File: config.mk
export PLATFORM = sky130hd
export DESIGN_NAME = cffq_filter
export DESIGN_NICKNAME = d
export VERILOG_FILES = /design/src/rtl/cffq_pkg.sv /design/src/rtl/cffq_id_lane.sv /design/src/rtl/cffq_grp_lane.sv /design/src/rtl/cffq_filter.sv
export SDC_FILE = /design/constraint.sdc
export NUM_CORES = 1
export LEC_CHECK = 0
export ABC_CLOCK_PERIOD_IN_PS = 4100
export BUFFER_PORTS_ARGS = -buffer_cell sky130_fd_sc_hd__buf_2
export CORE_AREA = 2 2 202 204
export DETAILED_ROUTE_END_ITERATION = 12
export DIE_AREA = 0 0 204 206
export HOLD_SLACK_MARGIN = 0.03
export PLACE_DENSITY = 0.43
export SLEW_MARGIN = 10
export SYNTH_ARGS = -nofsm -noshare
export SYNTH_HDL_FRONTEND = slang
export SYNTH_HIERARCHICAL = 1
export SYNTH_SLANG_ARGS = --single-unit
export TNS_END_PERCENT = 1
File: constraint.sdc
create_clock -name clk -period 4.1 [get_ports clk]
set_input_delay 0.205 -clock clk [delete_from_list [all_inputs] [get_ports clk]]
set_output_delay 0.205 -clock clk [all_outputs]
set_load 0.02 [all_outputs]
File: src/rtl/cffq_pkg.sv
`timescale 1ns / 1ps
`default_nettype none
package cffq_pkg;

  localparam int DEPTH_DEF       = 1024;
  localparam int ID_SLOTS_DEF    = 8;
  localparam int DATA_GROUPS_DEF = 3;

  localparam int ID_W     = 29;
  localparam int LEN_W    = 4;
  localparam int DATA_W   = 64;
  localparam int TIME_W   = 32;
  localparam int LOC_W    = 10;
  localparam int TOTAL_W  = 32;
  localparam int CFG_W    = 64;
  localparam int ADDR_W   = 6;
  localparam int PAIR_W   = 61;
  localparam int BYTES    = 8;
  localparam int MAX_LEN  = 8;
  localparam int ID_PAIRS = 4;
  localparam int GROUPS   = 3;

  typedef enum logic [1:0] {
    ACT_PUSH  = 2'd0,
    ACT_POP   = 2'd1,
    ACT_PEEK  = 2'd2,
    ACT_CLEAR = 2'd3
  } action_t;

  typedef enum logic [1:0] {
    ST_DONE     = 2'd0,
    ST_EMPTY    = 2'd1,
    ST_FILTERED = 2'd2,
    ST_DISABLED = 2'd3
  } status_t;

  typedef enum logic [2:0] {
    REG_RX_EN = 3'd0,
    REG_ID0   = 3'd1,
    REG_ID1   = 3'd2,
    REG_ID2   = 3'd3,
    REG_ID3   = 3'd4,
    REG_GRP0  = 3'd5,
    REG_GRP1  = 3'd6,
    REG_GRP2  = 3'd7
  } reg_idx_t;

  typedef enum logic [1:0] {
    S_IDLE,
    S_CALC,
    S_EXEC,
    S_WB
  } state_t;

  // What one filter lane reports: whether its slot or group is in use, and
  // whether the frame matches it.
  typedef struct packed {
    logic active;
    logic hit;
  } lane_res_t;

  typedef struct packed {
    logic [ID_W-1:0]   id;
    logic [LEN_W-1:0]  len;
    logic [DATA_W-1:0] data;
    logic [TIME_W-1:0] stamp;
  } entry_t;

endpackage
`default_nettype wire

File: src/rtl/cffq_id_lane.sv
`timescale 1ns / 1ps
`default_nettype none
module cffq_id_lane (
  input  wire logic [cffq_pkg::ID_W-1:0] slot,
  input  wire logic [cffq_pkg::ID_W-1:0] frame_id,
  output cffq_pkg::lane_res_t            res
);
  import cffq_pkg::*;

  // A zero slot is unused and never matches.
  assign res.active = (slot != '0);
  assign res.hit    = res.active && (slot == frame_id);

endmodule
`default_nettype wire

File: src/rtl/cffq_grp_lane.sv
`timescale 1ns / 1ps
`default_nettype none
module cffq_grp_lane (
  input  wire logic [cffq_pkg::DATA_W-1:0] pattern,
  input  wire logic [cffq_pkg::DATA_W-1:0] frame_data,
  output cffq_pkg::lane_res_t              res
);
  import cffq_pkg::*;

  logic [BYTES-1:0] byte_ok;

  // A zero pattern byte is a don't care.
  always_comb begin
    for (int i = 0; i < BYTES; i++) begin
      byte_ok[i] = (pattern[8*i +: 8] == 8'd0) || (pattern[8*i +: 8] == frame_data[8*i +: 8]);
    end
  end

  assign res.active = (pattern != '0);
  assign res.hit    = res.active && (&byte_ok);

endmodule
`default_nettype wire

File: src/rtl/cffq_filter.sv
`timescale 1ns / 1ps
`default_nettype none
module cffq_filter #(
  parameter int ID_SLOTS    = cffq_pkg::ID_SLOTS_DEF,
  parameter int DATA_GROUPS = cffq_pkg::DATA_GROUPS_DEF
) (
  input  wire logic                                       clk,
  input  wire logic [ID_SLOTS-1:0][cffq_pkg::ID_W-1:0]    slots,
  input  wire logic [DATA_GROUPS-1:0][cffq_pkg::DATA_W-1:0] groups,
  input  wire logic [cffq_pkg::ID_W-1:0]                  frame_id,
  input  wire logic [cffq_pkg::DATA_W-1:0]                frame_data,
  output logic                                            pass_r
);
  import cffq_pkg::*;

  lane_res_t id_res  [ID_SLOTS];
  lane_res_t grp_res [DATA_GROUPS];
  logic      id_ok;
  logic      data_ok;
  logic      pass_nxt;

  for (genvar k = 0; k < ID_SLOTS; k++) begin : g_id
    cffq_id_lane u_lane (
      .slot     (slots[k]),
      .frame_id (frame_id),
      .res      (id_res[k])
    );
  end

  for (genvar g = 0; g < DATA_GROUPS; g++) begin : g_grp
    cffq_grp_lane u_lane (
      .pattern    (groups[g]),
      .frame_data (frame_data),
      .res        (grp_res[g])
    );
  end

  // Merge: a filter with no active lane lets everything through.
  always_comb begin
    logic id_act, id_hit, g_act, g_hit;
    id_act = 1'b0;
    id_hit = 1'b0;
    g_act  = 1'b0;
    g_hit  = 1'b0;
    for (int k = 0; k < ID_SLOTS; k++) begin
      id_act = id_act | id_res[k].active;
      id_hit = id_hit | id_res[k].hit;
    end
    for (int g = 0; g < DATA_GROUPS; g++) begin
      g_act = g_act | grp_res[g].active;
      g_hit = g_hit | grp_res[g].hit;
    end
    id_ok    = !id_act || id_hit;
    data_ok  = !g_act || g_hit;
    pass_nxt = id_ok && data_ok;
  end

  always_ff @(posedge clk) begin
    pass_r <= pass_nxt;
  end

endmodule
`default_nettype wire

==> run_results.csv <==
group,metric,value,unit
timing,finalMaxSlewViolations,0,
cts,ctsResizeCount,0,
route,drc,0,
placed_design,routabilityCongestion,0.984,
route,routed_wl,44000,um
power,switching_share,51.5,%
global_route,grtUsageTotal,19.6,%
worst_setup_path,crit_chain,"buf_2 -> nor4_1 -> nand2_1 -> nor4_1 -> nand2_1 -> nor4b_1 -> nor4_1 -> a31oi_1",
route,avgRoutedWirePerCell,24.1,um
synthesis,synth_nets,1284,
finish,fin_nets,1805,
route,vias,8364,
cts,cts.reportedPaths.clkPinSlew,0,ps
placed_design,dp.final_hpwl,39600,um
power,leakagePower,0.00322,uW
worst_setup_path,startpoint_type,"input port",
global_route,grt_max_degree,9,
worst_setup_path,crit_path_frequent_cell,"nor4_1",
timing,setup_tns,0,ps
finish,largest_reg_flops,1,
worst_setup_path,crit_arrival,2380,ps
die,die_area,42000,um2
die,die_w,204,um
die,rows,74,
global_route,antenna_found_initial,16,
min_path,whs_path_depth,1,
finish,top_regs,"pass_r: 1 flops",
global_route,grt.overflow.total,0,
worst_setup_path,cp_top_family,"simple AND/OR/NAND/NOR gates",
min_path,hold_path.class,"reg -> out",
worst_setup_path,slowest_delay,670,ps
synthesis,seq_area_frac_synth,0.344,%
placed_design,io_buffers,518,
power,power_switching,518,uW
synthesis,synth_compound_area_share,2.17,%
finish,final_cell_mix,"buf_2 (518), xnor2_1 (424), nor4_1 (113)",
job,max-cap-violations,0,
finish,drive_above_1_share,41.8,%
timing,rsz0062_at_grt,"no",
worst_setup_path,critPathCaptureType,"flop",
finish,final_common_cell,"buf_2",
cts,cts_setup_buffers,0,
route,drt_first_pass_iters,4,
finish,syn_to_final_growth,56.4,%
finish,top_register,"pass_r",
synthesis,synth_top_family_by_area,"XOR/XNOR gates",
die,start_util,14.5,%
global_route,globalRouteMet3Util,3.15,%
timing,period_minus_slack,2540,ps
die,core_area,40200,um2
timing,layout_setup_ws,1560,ps
synthesis,synth_xor_area_share,63.8,%
global_route,grt_most_used_layer,"met2",
global_route,grt_use_met2,38.0,%
worst_setup_path,cp_slowest_cell,"nor4_1",
global_route,grt_pass1_wl,59300,um
power,seq_power_share,1.0,%
global_route,grt_use_met1,20.2,%
synthesis,yosysWarnings,6,
power,p_comb_share,99.0,%
power,power-per-cell-area,111,nW/um2
min_path,min_from,"pass_r$_DFF_P_",
synthesis,synth_fa_ha_area_share,0,%
synthesis,syn_inst,766,
timing,min_period_over_period,61.9,%
power,peakVddDrop,0.0808,mV
synthesis,synthMuxAreaShare,0,%
timing,hold_viol,0,
die,pin_count,519,
placed_design,place_ws,1380,ps
placed_design,place_inst,1817,
power,clkPwrFrac,0,%
synthesis,synth-seq-cells,1,
synthesis,syn_area,5820,um2
synthesis,synth_area_per_cell,7.60,um2
synthesis,yosysUniqueCellTypes,15,
outcome,outcome,"completed",
global_route,grt_pass1_vias,8816,
route,drt_iter0_markers,337,
timing,worst_slew_pin_slew,918,ps
worst_setup_path,critical_path.max_fanout,2,
power,internal_power,489,uW
worst_setup_path,critPathKind,"in -> reg",
timing,fmax,394,MHz
synthesis,synthSimpleGateAreaFrac,33.7,%
route,ant_nets,0,
min_path,hold-path-endpoint,"pass_r",
finish,fin_cells,1825,
route,avgViaCountPerCell,4.58,
die,fp.dieH,206,um
worst_setup_path,crit_required,3940,ps
worst_setup_path,cp.buffers_inverters,1,
timing,setup-violations-final,0,
cts,postCtsHoldBufs,0,
timing,max_slew_margin,38.3,%
==> power groups by stage <==
stage | Combinational [uW] | Clock (uW) | Sequential, uW
finish | 997 | 0.000262 | 9.93
global route | 1070 | 0.000163 | 9.93
global placement | 993 | 0 | 9.93
detailed placement | 994 | 0 | 9.93
floorplan | 420 | 0 | 9.93
CTS | 999 | 0 | 9.93
==> per-stage QoR <==
stage                     total power [uW]  hold WS [ps]  util [%]  area, um2
after floorplan                        430           509         -       5820
final                                 1010           677      22.7       9110
after detailed placement              1000           689      22.6       9090
after global placement                1000           681      22.6       9090
after CTS                             1010           689      22.6       9090
after global routing                  1080           684      22.6       9100
==> synthesized netlist by cell type (all sizes together) <==
library cell	count	area share [%]
xnor2	424	64
and4	8	1.2
nand3	8	0.69
and3	8	0.86
nor4b	3	0.45
o21ai	24	2.1
dfxtp	1	0.34
a31oi	1	0.11
nor4	115	13
nand2	42	2.7
or4	8	1.5
nor3	17	2.1
nand4	107	12
==> cell families after synthesis <==
| logic type | Yosys count |
|---|---|
| AOI/OAI and AO/OA | 25 |
| xor gates and xnor gates | 424 |
| DFF | 1 |
| and+or+nand+nor | 316 |
==> metal layers <==
layer / vias up / wire length, um
met2: 477 / 22800
met5: - / 76
li1: 3907 / -
met1: 3863 / 15500
met4: 10 / 2390
met3: 107 / 3300
==> worst max path at each step <==
stage | to | depth (start not counted) | startpoint | slack, ps
detailed placement | pass_r$_DFF_P_ | 8 | groups[71] | 1380
global placement | pass_r$_DFF_P_ | 8 | groups[137] | 1360
floorplan | pass_r$_DFF_P_ | 6 | slots[11] | 2530
CTS | pass_r$_DFF_P_ | 8 | groups[71] | 1380
global route | pass_r$_DFF_P_ | 8 | groups[137] | 1300
finish | pass_r$_DFF_P_ | 8 | groups[71] | 1560
==> cell type report <==
cell class | instances | area, um2
fillers | 4599 | 31100
diodes | 8 | 20.0
multi-input cells | 765 | 5800
repair buffers | 519 | 2600
well taps | 532 | 666
flip-flops and latches | 1 | 20.0
(Power assumes the default switching activity.)
