`src/rtl/cffq_ram.sv`:
```
`timescale 1ns / 1ps
`default_nettype none
module cffq_ram #(
  parameter int WIDTH = 8,
  parameter int DEPTH = 16
) (
  input  wire logic                     clk,
  input  wire logic                     we,
  input  wire logic [$clog2(DEPTH)-1:0] waddr,
  input  wire logic [WIDTH-1:0]         wdata,
  input  wire logic [$clog2(DEPTH)-1:0] raddr,
  output logic      [WIDTH-1:0]         rdata
);

  logic [WIDTH-1:0] mem [DEPTH];

  always_ff @(posedge clk) begin
    if (we) begin
      mem[waddr] <= wdata;
    end
    rdata <= mem[raddr];
  end

endmodule
`default_nettype wire

```
`config.mk`:
```
export PLATFORM = sky130hd
export DESIGN_NAME = cffq_ram
export DESIGN_NICKNAME = d
export VERILOG_FILES = /design/src/rtl/cffq_ram.sv
export SDC_FILE = /design/constraint.sdc
export NUM_CORES = 1
export LEC_CHECK = 0
export BUFFER_PORTS_ARGS = -buffer_cell sky130_fd_sc_hd__buf_2
export CELL_PAD_IN_SITES_DETAIL_PLACEMENT = 1
export CELL_PAD_IN_SITES_GLOBAL_PLACEMENT = 2
export CORE_ASPECT_RATIO = 0.8
export CORE_MARGIN = 2
export CORE_UTILIZATION = 25
export DETAILED_ROUTE_END_ITERATION = 8
export GPL_TIMING_DRIVEN = 0
export HOLD_SLACK_MARGIN = 0.12
export PLACE_DENSITY = 0.55
export REMOVE_ABC_BUFFERS = 1
export SLEW_MARGIN = 20
export SYNTH_ARGS = -nofsm -noshare
export SYNTH_HDL_FRONTEND = slang
export SYNTH_SLANG_ARGS = --single-unit
```
`constraint.sdc`:
```
create_clock -name clk -period 2 [get_ports clk]
set_input_delay 0.1 -clock clk [delete_from_list [all_inputs] [get_ports clk]]
set_output_delay 0.1 -clock clk [all_outputs]
set_load 0.01 [all_outputs]
```
==> impl_results.md, run 1 <==
- Status: finished, final reports clean
- Static leakage: 2.06 nW
- Pint: 5.37 mW
- Crit Reg-Reg Startpoint: mem[11][7]
- R2R Path End: rdata[7]
- Hold_ws: 220 ps
- Power Density: 1060 mW/mm^2
- Setup TNS: 0 ps
- Worst setup path endpoint: mem[2][0]
- Post-synthesis xor/xnor area fraction: 0%
- CP Max Fanout: 8
- Sequential share of the synthesized area: 77.8%
- Avg Inst Size Synth: 22.5 sq um
- Tmin final: 1820 ps
- Antenna diode count: 0
- I/O pin count: 26
- Core box area: 0.0200 sq mm
- Slew @ Worst Pin: 1070 ps
- Psw: 1.31 mW
- Register bit total from synthesis: 136
- # DRC: 0
- Clock slew at reported path FFs: 60 ps
- GRT Util Overall: 11.2%
- Post-Syn Area: 0.00515 sq mm
- DR vias/cell: 4.32
- Complex-gate fraction of the synthesized area: 2.33%
- Worst min path class: input port to flop
- Routed WL: 11,200 um
- Clk_skew: 4.82 ps
- Layout area overhead: 22.0%
- Arrival time at the worst endpoint: 1850 ps
- Fmax: 0.548 GHz
- Slew Viols, Final: 0
- Largest net degree at the start of global routing: 33
- Final setup vio count: 0
- Initial Utilization: 25.7%
- Final instance area: 0.00628 sq mm
- CTS Buffer Depth: 2
- Register share of total power: 48.0%
- Switching Fraction: 19.6%
- Layout Nets: 296
- Number of routed nets with antenna violations: 0
- GP Congestion: 0.668
- Post-cts resize count: 0
- Root buf cell: clkbuf_16
- Worst setup startpoint: waddr[0]
- Req. time, crit path: 2030 ps
- Post-Route Utilization: 31.3%
- Comb pwr share: 4.7%
- DRT iter0 DRCs: 162
- CP Cell Sequence: dlygate4sd3_1, buf_2, nand2b_1, nor2_1
- Layout cells sized above 1: 27.2%
- CP max stage cell: nor2_1
- TritonCTS clock tree: built
- Startpoint Class: input port
- R2r setup slk: 580 ps
- Std-Cell Rows: 46
- Post-synthesis adder-cell area fraction: 0%
- DIE WIDTH: 164 um
- Post-DP HPWL: 6950 um
- 1st-pass router iterations: 4
- RSZ-0062 raised after global routing: no
- Avg WL per Cell: 20.3 um
- Number of global-route vias before repair: 2,682
- Yosys Warn Count: 0
- # port buffers: 25
- CP peak stage delay: 840 ps
- Multiplexer share of the synthesized area: 15.0%
- GRT overflow: 0
- Clk pwr share: 47.4%
- Post-Synth Simple-Gate Area: 3.18%
- Mapped Cells: 229
- IR drop worst, VDD: 492 uV
- # hold bufs at CTS: 11
- DR vias: 2,394
- Max Cap Viol: 0
- Cell Count, Final, Fillers Out: 554
- Die area: 0.0218 sq mm
- Die H: 132 um
- Period utilization: 91.2%
- Slew HR: 28.6%
- Unique masters post-synth: 19
- Worst setup path category: input port to flop
- Global-route wire length before repair: 17,000 um
- Initial antenna violation count: 0
- CTS sink count: 136
- Post-CTS repair timing setup buffer count: 0
- Placed insts: 512
- H-tree depth: 4
- R2R depth: 3
- Worst setup EP type: flop
- Cell Area, Placed: 0.00557 sq mm
- Clk_lat worst skew: 410 ps
- CTS Buf Count: 17
- Main combinational cell family by area after synthesis: multiplexers
- Hold violation total from the final report: 0
-- cell families (layout without fill, tap and decap cells) --
family	after synthesis	in the layout
buffers and inverters	10	71
and+or+nand+nor	35	35
AOI/OAI and AO/OA	16	16
muxes	32	32
DFF	136	136
-- layer usage --
| metal | track usage [%] | vias to the layer above | wire, um |
|---|---|---|---|
| li1 | - | 1069 | - |
| met5 | 0 | - | 0 |
| met3 | 2.71 | 14 | 366 |
| met1 | 16.2 | 1264 | 5740 |
| met2 | 15.8 | 47 | 4920 |
| met4 | 5.02 | 0 | 202 |
-- through the flow --
stage	power, mW	worst slack, ps
after global placement	3.55	-383
after detailed placement	3.56	11.0
after global routing	6.89	53.7
after floorplan	3.40	407
final	6.68	176
after CTS	6.74	114
-- worst max-delay path, delay by kind of cell --
| family | cells | cell delay [ps] |
|---|---|---|
| buffers and inverters | 2 | 690 |
| AND/OR/NAND/NOR | 2 | 1050 |
-- power groups by stage --
stage	registers (mW)	clock network (mW)	logic (mW)
global placement	3.26	0	0.292
global route	3.21	3.34	0.343
CTS	3.20	3.22	0.319
detailed placement	3.26	0	0.302
floorplan	3.27	0	0.128
finish	3.20	3.16	0.311
-- cell usage after synthesis --
master / instances / area, sq um
a22oi_1: 16 / 120
and2_1: 1 / 6.26
and2b_1: 1 / 7.51
buf_2: 3 / 15.0
buf_4: 1 / 7.51
buf_6: 3 / 33.8
clkdlybuf4s25_2: 3 / 30.0
dfxtp_1: 8 / 160
edfxtp_1: 128 / 3840
mux4_1: 14 / 368
mux4_2: 18 / 405
nand2_1: 9 / 33.8
nand2b_1: 2 / 12.5
nand3_1: 1 / 5.00
nand3b_1: 2 / 15.0
nor2_1: 13 / 48.8
nor2b_1: 1 / 6.26
nor3_1: 4 / 20.0
or3b_2: 1 / 8.76
-- layout make-up --
cell class                 instances  area (sq um)
clock buffer                      19           433
fill                            2024         13800
timing repair buffer              40           272
tap                              264           330
sequential                       136          4000
multi-input combinational         83          1080
clock inverter                    12           158
-- registers in the layout, summed over array words and instances (netlist names) --
| signal | cells |
|---|---|
| mem | 128 |
| rdata | 8 |
-- layout by cell type, fill, tap and decap left out --
master         netlist  routed
nor2_1              13      11
buf_4                1       4
buf_6                3       1
nand3_1              1       1
mux4_2              18      18
clkbuf_16            0      17
clkinv_2             0       3
nor2_2               0       2
nand2_1              9       9
or3b_2               1       1
edfxtp_1           128     128
mux4_1              14      14
bufinv_16            0       4
and2b_1              1       1
a22oi_1             16      16
dlygate4sd3_1        0      11
clkbuf_1             0       2
nand3b_1             2       2
nor3_2               0       4
and2_1               1       1
clkinvlp_4           0       1
clkinv_1             0       4
nand2b_1             2       2
dfxtp_1              8       8
nor2b_1              1       1
buf_2                3      24
-- how the worst min path moves through the flow --
| stage | start | endpoint | slack, ps | cells after the start |
|---|---|---|---|---|
| after floorplan | wdata[0] | mem[0][0] | 200 | 0 |
| after global placement | wdata[6] | mem[8][6] | 490 | 1 |
| after detailed placement | rdata[6] | rdata[6] | 500 | 1 |
| after CTS | waddr[2] | mem[12][7] | 200 | 3 |
| after global routing | waddr[2] | mem[0][7] | 250 | 3 |
| final | waddr[3] | mem[0][7] | 220 | 3 |
Power figures use the tool's default switching activity.
==> run 2, diff against run 1 <==
--- a/config.mk
+++ b/config.mk
@@ -5,6 +5,7 @@
 export SDC_FILE = /design/constraint.sdc
 export NUM_CORES = 1
 export LEC_CHECK = 0
+export ABC_CLOCK_PERIOD_IN_PS = 1500
 export BUFFER_PORTS_ARGS = -buffer_cell sky130_fd_sc_hd__buf_2
 export CELL_PAD_IN_SITES_DETAIL_PLACEMENT = 1
 export CELL_PAD_IN_SITES_GLOBAL_PLACEMENT = 2
@@ -14,7 +15,7 @@
 export DETAILED_ROUTE_END_ITERATION = 8
 export GPL_TIMING_DRIVEN = 0
 export HOLD_SLACK_MARGIN = 0.12
-export PLACE_DENSITY = 0.55
+export PLACE_DENSITY = 0.57
 export REMOVE_ABC_BUFFERS = 1
 export SLEW_MARGIN = 20
 export SYNTH_ARGS = -nofsm -noshare
==> constraint.sdc (replaced) <==
create_clock -name clk -period 1.5 [get_ports clk]
set_input_delay 0.075 -clock clk [delete_from_list [all_inputs] [get_ports clk]]
set_output_delay 0.075 -clock clk [all_outputs]
set_load 0.01 [all_outputs]
==> impl_results.md, run 2 (synthesis gave the netlist of run 1 again) <==
- Status: finished, final reports clean
- Final instance area: 0.00623 sq mm (-0.82%)
- CP Cell Sequence: buf_2, or3b_2, nor2_1
- Switching Fraction: 19.9% (+0.36 points)
- Die H: 132 um (unchanged)
- Pint: 7.01 mW (+30%)
- Comb pwr share: 4.7% (about the same)
- Startpoint Class: input port
- Arrival time at the worst endpoint: 1470 ps (-380 ps)
- Std-Cell Rows: 46 (unchanged)
- Routed WL: 10,800 um (-3.8%)
- Req. time, crit path: 1530 ps (-500 ps)
- Most common cell after layout, fill and taps aside: edfxtp_1
- Max layer used: met4
- Number of global-route vias before repair: 2,706 (+0.89%)
- DIE WIDTH: 164 um (unchanged)
- GP Congestion: 0.668 (unchanged)
- Tmin final: 1450 ps
- Fmax: 0.692 GHz
- DRT met1 WL: 5230 um (-9.0%)
- Clk_skew: 6.92 ps (+2.10 ps)
- Cell Count, Final, Fillers Out: 552 (-0.36%)
- Psw: 1.74 mW (+33%)
- Layout cells sized above 1: 26.7% (-0.51 points)
- Cell Area, Placed: 0.00555 sq mm (-0.34%)
- Setup TNS: 0 ps (unchanged)
- Register share of total power: 48.8% (+0.8 points)
- R2r setup slk: 110 ps (-470 ps)
- Most frequent cells in the layout: 128 x edfxtp_1, 24 x buf_2, 18 x mux4_2, 17 x clkbuf_16, 16 x a22oi_1
- RSZ-0062 raised after global routing: yes
- GRT Util Overall: 11.0% (-0.20 points)
- Largest net degree at the start of global routing: 33 (unchanged)
- Hold violation total from the final report: 0 (unchanged)
- Global-route wire length before repair: 16,800 um (-1.3%)
- # port buffers: 25 (unchanged)
- Layout Nets: 293 (-1.0%)
- Antenna diode count: 0 (unchanged)
- # DRC: 0 (unchanged)
- CTS Buf Count: 17 (unchanged)
- DR vias/cell: 4.38 (+1.3%)
- Avg WL per Cell: 19.6 um (-3.4%)
- Clock slew at reported path FFs: 60 ps (about the same)
- CP bufs+invs: 1 (-1)
- Slew Viols, Final: 0 (unchanged)
- Clk_lat worst skew: 410 ps (about the same)
- Wire length on met2: 4940 um (+0.35%)
- GRT overflow: 0 (unchanged)
- CP peak stage delay: 750 ps (-90 ps)
- Worst setup EP type: flop
- Period utilization: 96.4%
- Static leakage: 2.03 nW (-1.2%)
- Core box area: 0.0200 sq mm (unchanged)
- TritonCTS clock tree: built
- CP Max Fanout: 8 (unchanged)
- Placed insts: 510 (-0.39%)
- Final setup vio count: 0 (unchanged)
- I/O pin count: 26 (unchanged)
- Register bank with the most flops: mem
- Worst min path class: input port to flop
- Post-DP HPWL: 6700 um (-3.5%)
- Worst setup path category: input port to flop
- Number of routed nets with antenna violations: 0 (unchanged)
- Initial antenna violation count: 0 (unchanged)
- DRT iter0 DRCs: 148 (-8.6%)
- CTS sink count: 136 (unchanged)
- Crit path max-delay family: simple AND/OR/NAND/NOR gates
- Power Density: 1410 mW/mm^2 (+32%)
- CP max stage cell: nor2_1
- Layout area overhead: 21.0%
- Slew @ Worst Pin: 983 ps (-84.2 ps)
- Hold_ws: 143 ps (-77.3 ps)
- Initial Utilization: 25.7% (unchanged)
- 1st-pass router iterations: 5 (+1)
- Clk pwr share: 46.5% (-0.9 points)
- Routed wl met3: 493 um (+35%)
- CTS Buffer Depth: 2 (unchanged)
- IR drop worst, VDD: 796 uV (+62%)
- Max FFs per register: 128 (unchanged)
- Die area: 0.0218 sq mm (unchanged)
- Root buf cell: clkbuf_16
- DR vias: 2,416 (+0.92%)
- Tot Pwr: 8.75 mW (+31%)
- H-tree depth: 4 (unchanged)
- Max Cap Viol: 0 (unchanged)
- Slew HR: 34.2% (+5.6 points)
- Top Registers: mem: 128 flops, rdata: 8 flops
[run 2: cell types whose count changed in the layout (fill, tap and decap cells not counted)]
cell,delta
buf_6,-1
dlygate4sd3_1,-1
nor2_2,-1
clkinv_1,-2
clkbuf_1,+2
buf_4,-1
nor2_1,+1
clkinv_2,+2
bufinv_16,-1
[run 2: metrics by stage]
stage	setup slack, ps	utilization (%)
2_1_floorplan	-67.9	-
3_3_place_gp	-806	27.5
3_5_place_dp	-407	27.7
4_1_cts	31.1	31.1
5_1_grt	-7.87	31.1
6_report	54.5	31.1
[run 2: path summary, 6_finish.rpt]
| path | cells past startpoint | from | to |
|---|---|---|---|
| max | 3 | waddr[2] | mem[2][3] |
| min | 2 | waddr[1] | mem[4][5] |
| max reg2reg | 3 | mem[10][0] | rdata[0] |
| min reg2reg | 3 | mem[15][2] | rdata[2] |
[run 2: what timing repair did]
item	in CTS	in global routing
endpoints found under the hold margin	130	0
buffers inserted	0	0
hold buffers	10	0
setup endpoints to repair	0	8
resized for setup	0	1
[run 2: power by group through the flow]
stage               registers [mW]  logic (mW)  clock network, mW
finish                        4.27       0.410               4.07
global route                  4.28       0.451               4.34
CTS                           4.27       0.422               4.16
detailed placement            4.35       0.398                  0
global placement              4.34       0.386                  0
floorplan                     4.36       0.170                  0
[run 2: worst register-to-register path, delay by kind of cell, from the launching register on]
kind / cells / cell delay [ps]
mux: 1 / 480
flops: 1 / 370
compound gates: 1 / 260
simple gates: 1 / 140
[run 2: per-layer routing]
layer	up-vias	global-route usage, %
li1	1063	-
met4	0	4.06
met1	1288	15.1
met3	14	3.59
met5	-	0
met2	51	16.2
[run 2: final cells by class]
cell class	count	area, sq um
clock buffers	21	440
clock inverters	11	130
flip-flops and latches	136	4000
fillers	2020	13800
multi-input cells	83	1080
repair buffers	37	243
well taps	264	330
==> run 3, diff against run 2 <==
--- a/config.mk
+++ b/config.mk
@@ -17,6 +17,7 @@
 export HOLD_SLACK_MARGIN = 0.12
 export PLACE_DENSITY = 0.57
 export REMOVE_ABC_BUFFERS = 1
+export SETUP_SLACK_MARGIN = 0.1
 export SLEW_MARGIN = 20
 export SYNTH_ARGS = -nofsm -noshare
 export SYNTH_HDL_FRONTEND = slang
==> impl_results.md, run 3 (synthesis gave the netlist of run 1 again) <==
- Setup TNS: 0 ps (unchanged)
- GRT met1 Usage: 15.1% (unchanged)
- I/O pin count: 26 (unchanged)
- Core box area: 0.0200 sq mm (unchanged)
- # port buffers: 25 (unchanged)
- Static leakage: 2.03 nW (about the same)
- Met2 usage in global routing: 16.2% (unchanged)
- GRT Max-Usage Layer: met2
- Tmin final: 1340 ps (-105 ps)
- Clk pwr share: 46.4% (about the same)
- Max Cap Viol: 0 (unchanged)
- RSZ-0062 raised after global routing: no
- Switching Fraction: 19.9% (-0.037 points)
- Pint: 7.01 mW (+0.10%)
- 1st-pass router iterations: 4 (-1)
- Met3 usage: 3.59% (unchanged)
- Avg WL per Cell: 19.5 um (-0.61%)
- Number of global-route vias before repair: 2,706 (unchanged)
- Worst setup EP type: flop
- Global-route wire length before repair: 16,800 um (unchanged)
- Initial Utilization: 25.7% (unchanged)
- Clk_lat worst skew: 410 ps (about the same)
- Hold violation total from the final report: 0 (unchanged)
- Max FFs per register: 128 (unchanged)
- Status: finished, final reports clean
- R2R Path End: rdata[0]
- Slew @ Worst Pin: 1030 ps (+45.2 ps)
- Clk_skew: 10.2 ps (+3.31 ps)
- Antenna diode count: 0 (unchanged)
- Fmax: 0.746 GHz (+7.8%)
- IR drop worst, VDD: 788 uV (-1.0%)
- Worst min path class: input port to flop
- DR vias/cell: 4.34 (-0.95%)
- Psw: 1.74 mW (-0.13%)
- GP Congestion: 0.668 (unchanged)
- Top Registers: mem: 128 flops, rdata: 8 flops
- Slew HR: 31.2% (-3.0 points)
- DRT iter0 DRCs: 132 (-11%)
- R2r setup slk: 160 ps (+50 ps)
- Number of routed nets with antenna violations: 0 (unchanged)
- Slew Viols, Final: 0 (unchanged)
- Worst hold endpoint: mem[12][5]
- Post-CTS repair timing setup buffer count: 0 (unchanged)
- H-tree depth: 4 (unchanged)
- Most common cell after layout, fill and taps aside: edfxtp_1
- R2R depth: 3 (unchanged)
- Die area: 0.0218 sq mm (unchanged)
- Hold Path Stages: 2 (unchanged)
- Req. time, crit path: 1770 ps (+240 ps)
- Layout cells sized above 1: 29.9% (+3.1 points)
- CTS sink count: 136 (unchanged)
- GRT overflow: 0 (unchanged)
- Largest net degree at the start of global routing: 33 (unchanged)
- Startpoint Class: flop
- DR vias: 2,393 (-0.95%)
- DIE WIDTH: 164 um (unchanged)
- Final setup vio count: 0 (unchanged)
- # DRC: 0 (unchanged)
- CP Max Fanout: 1 (-7)
- CTS Buf Count: 17 (unchanged)
- TritonCTS clock tree: built
- GRT Util Overall: 11.0% (unchanged)
- Hold path start: waddr[1]
- Layout area overhead: 21.7%
- Worst setup path category: flop to flop
- Period utilization: 89.4% (-7.0 points)
- Post-DP HPWL: 6700 um (unchanged)
- CTS Buffer Depth: 2 (unchanged)
- Tot Pwr: 8.75 mW (about the same)
- Routed WL: 10,700 um (-0.61%)
- Comb pwr share: 4.8% (about the same)
- Initial antenna violation count: 0 (unchanged)
- Arrival time at the worst endpoint: 1610 ps (+140 ps)
- Register share of total power: 48.8% (about the same)
- Power Density: 1400 mW/mm^2 (-0.50%)
- Clock slew at reported path FFs: 60 ps (about the same)
- Register bank with the most flops: mem
- Crit Reg-Reg Startpoint: mem[10][0]
- Root buf cell: clkbuf_16
- Std-Cell Rows: 46 (unchanged)
- Most frequent cells in the layout: 128 x edfxtp_1, 24 x buf_2, 19 x mux4_2, 17 x clkbuf_16, 13 x mux4_1
- Die H: 132 um (unchanged)
- Layout Nets: 293 (unchanged)
[run 3: layer usage]
metal  part of all wire [%]  vias up
li1                       -     1063
met1                     50     1285
met2                     46       35
met3                    2.6       10
met4                    1.0        0
met5                      0        -
[run 3: how the worst max path moves through the flow]
stage               startpoint   endpoint  slack [ps]  cells after the start
floorplan             waddr[2]  mem[0][0]         -70                      2
global placement      waddr[2]  mem[0][1]        -810                      3
detailed placement    waddr[2]  mem[2][1]        -410                      3
CTS                   waddr[2]  mem[1][6]          80                      3
global route        mem[10][0]   rdata[0]         110                      3
finish              mem[10][0]   rdata[0]         160                      3
[run 3: power by group through the flow]
stage	Sequential (mW)	Combinational, mW	Clock [mW]
finish	4.27	0.422	4.06
global route	4.28	0.464	4.34
CTS	4.27	0.425	4.16
detailed placement	4.35	0.398	0
global placement	4.34	0.386	0
floorplan	4.36	0.170	0
[run 3: cell type report]
cell class | instances | area (sq um)
clock buffer | 21 | 440
timing repair buffer | 37 | 246
multi-input combinational | 83 | 1110
sequential | 136 | 4000
clock inverter | 11 | 130
fill | 2015 | 13800
tap | 264 | 330
[run 3: critical path, stage by stage (launching register included)]
cell	delay (ps)
edfxtp_1	370
mux4_2	490
a22oi_2	230
nand2_1	120
[run 3: per-stage QoR]
stage               utilization (%)  std cells  cell area (sq um)  hold WS, ps  setup slack [ps]
floorplan                         -        219               5060          174             -67.9
CTS                            31.1        552               6230          134              84.5
finish                         31.3        552               6260          150               160
detailed placement             27.7        510               5550          474              -407
global route                   31.3        552               6260          142               111
global placement               27.5        508               5520          464              -806
[run 3: what timing repair did]
item,4_1_cts,5_1_grt
hold buffers,10,0
cloned,0,0
hold endpoints to repair,130,0
gates resized for setup,3,8
endpoints found under the setup margin,17,13
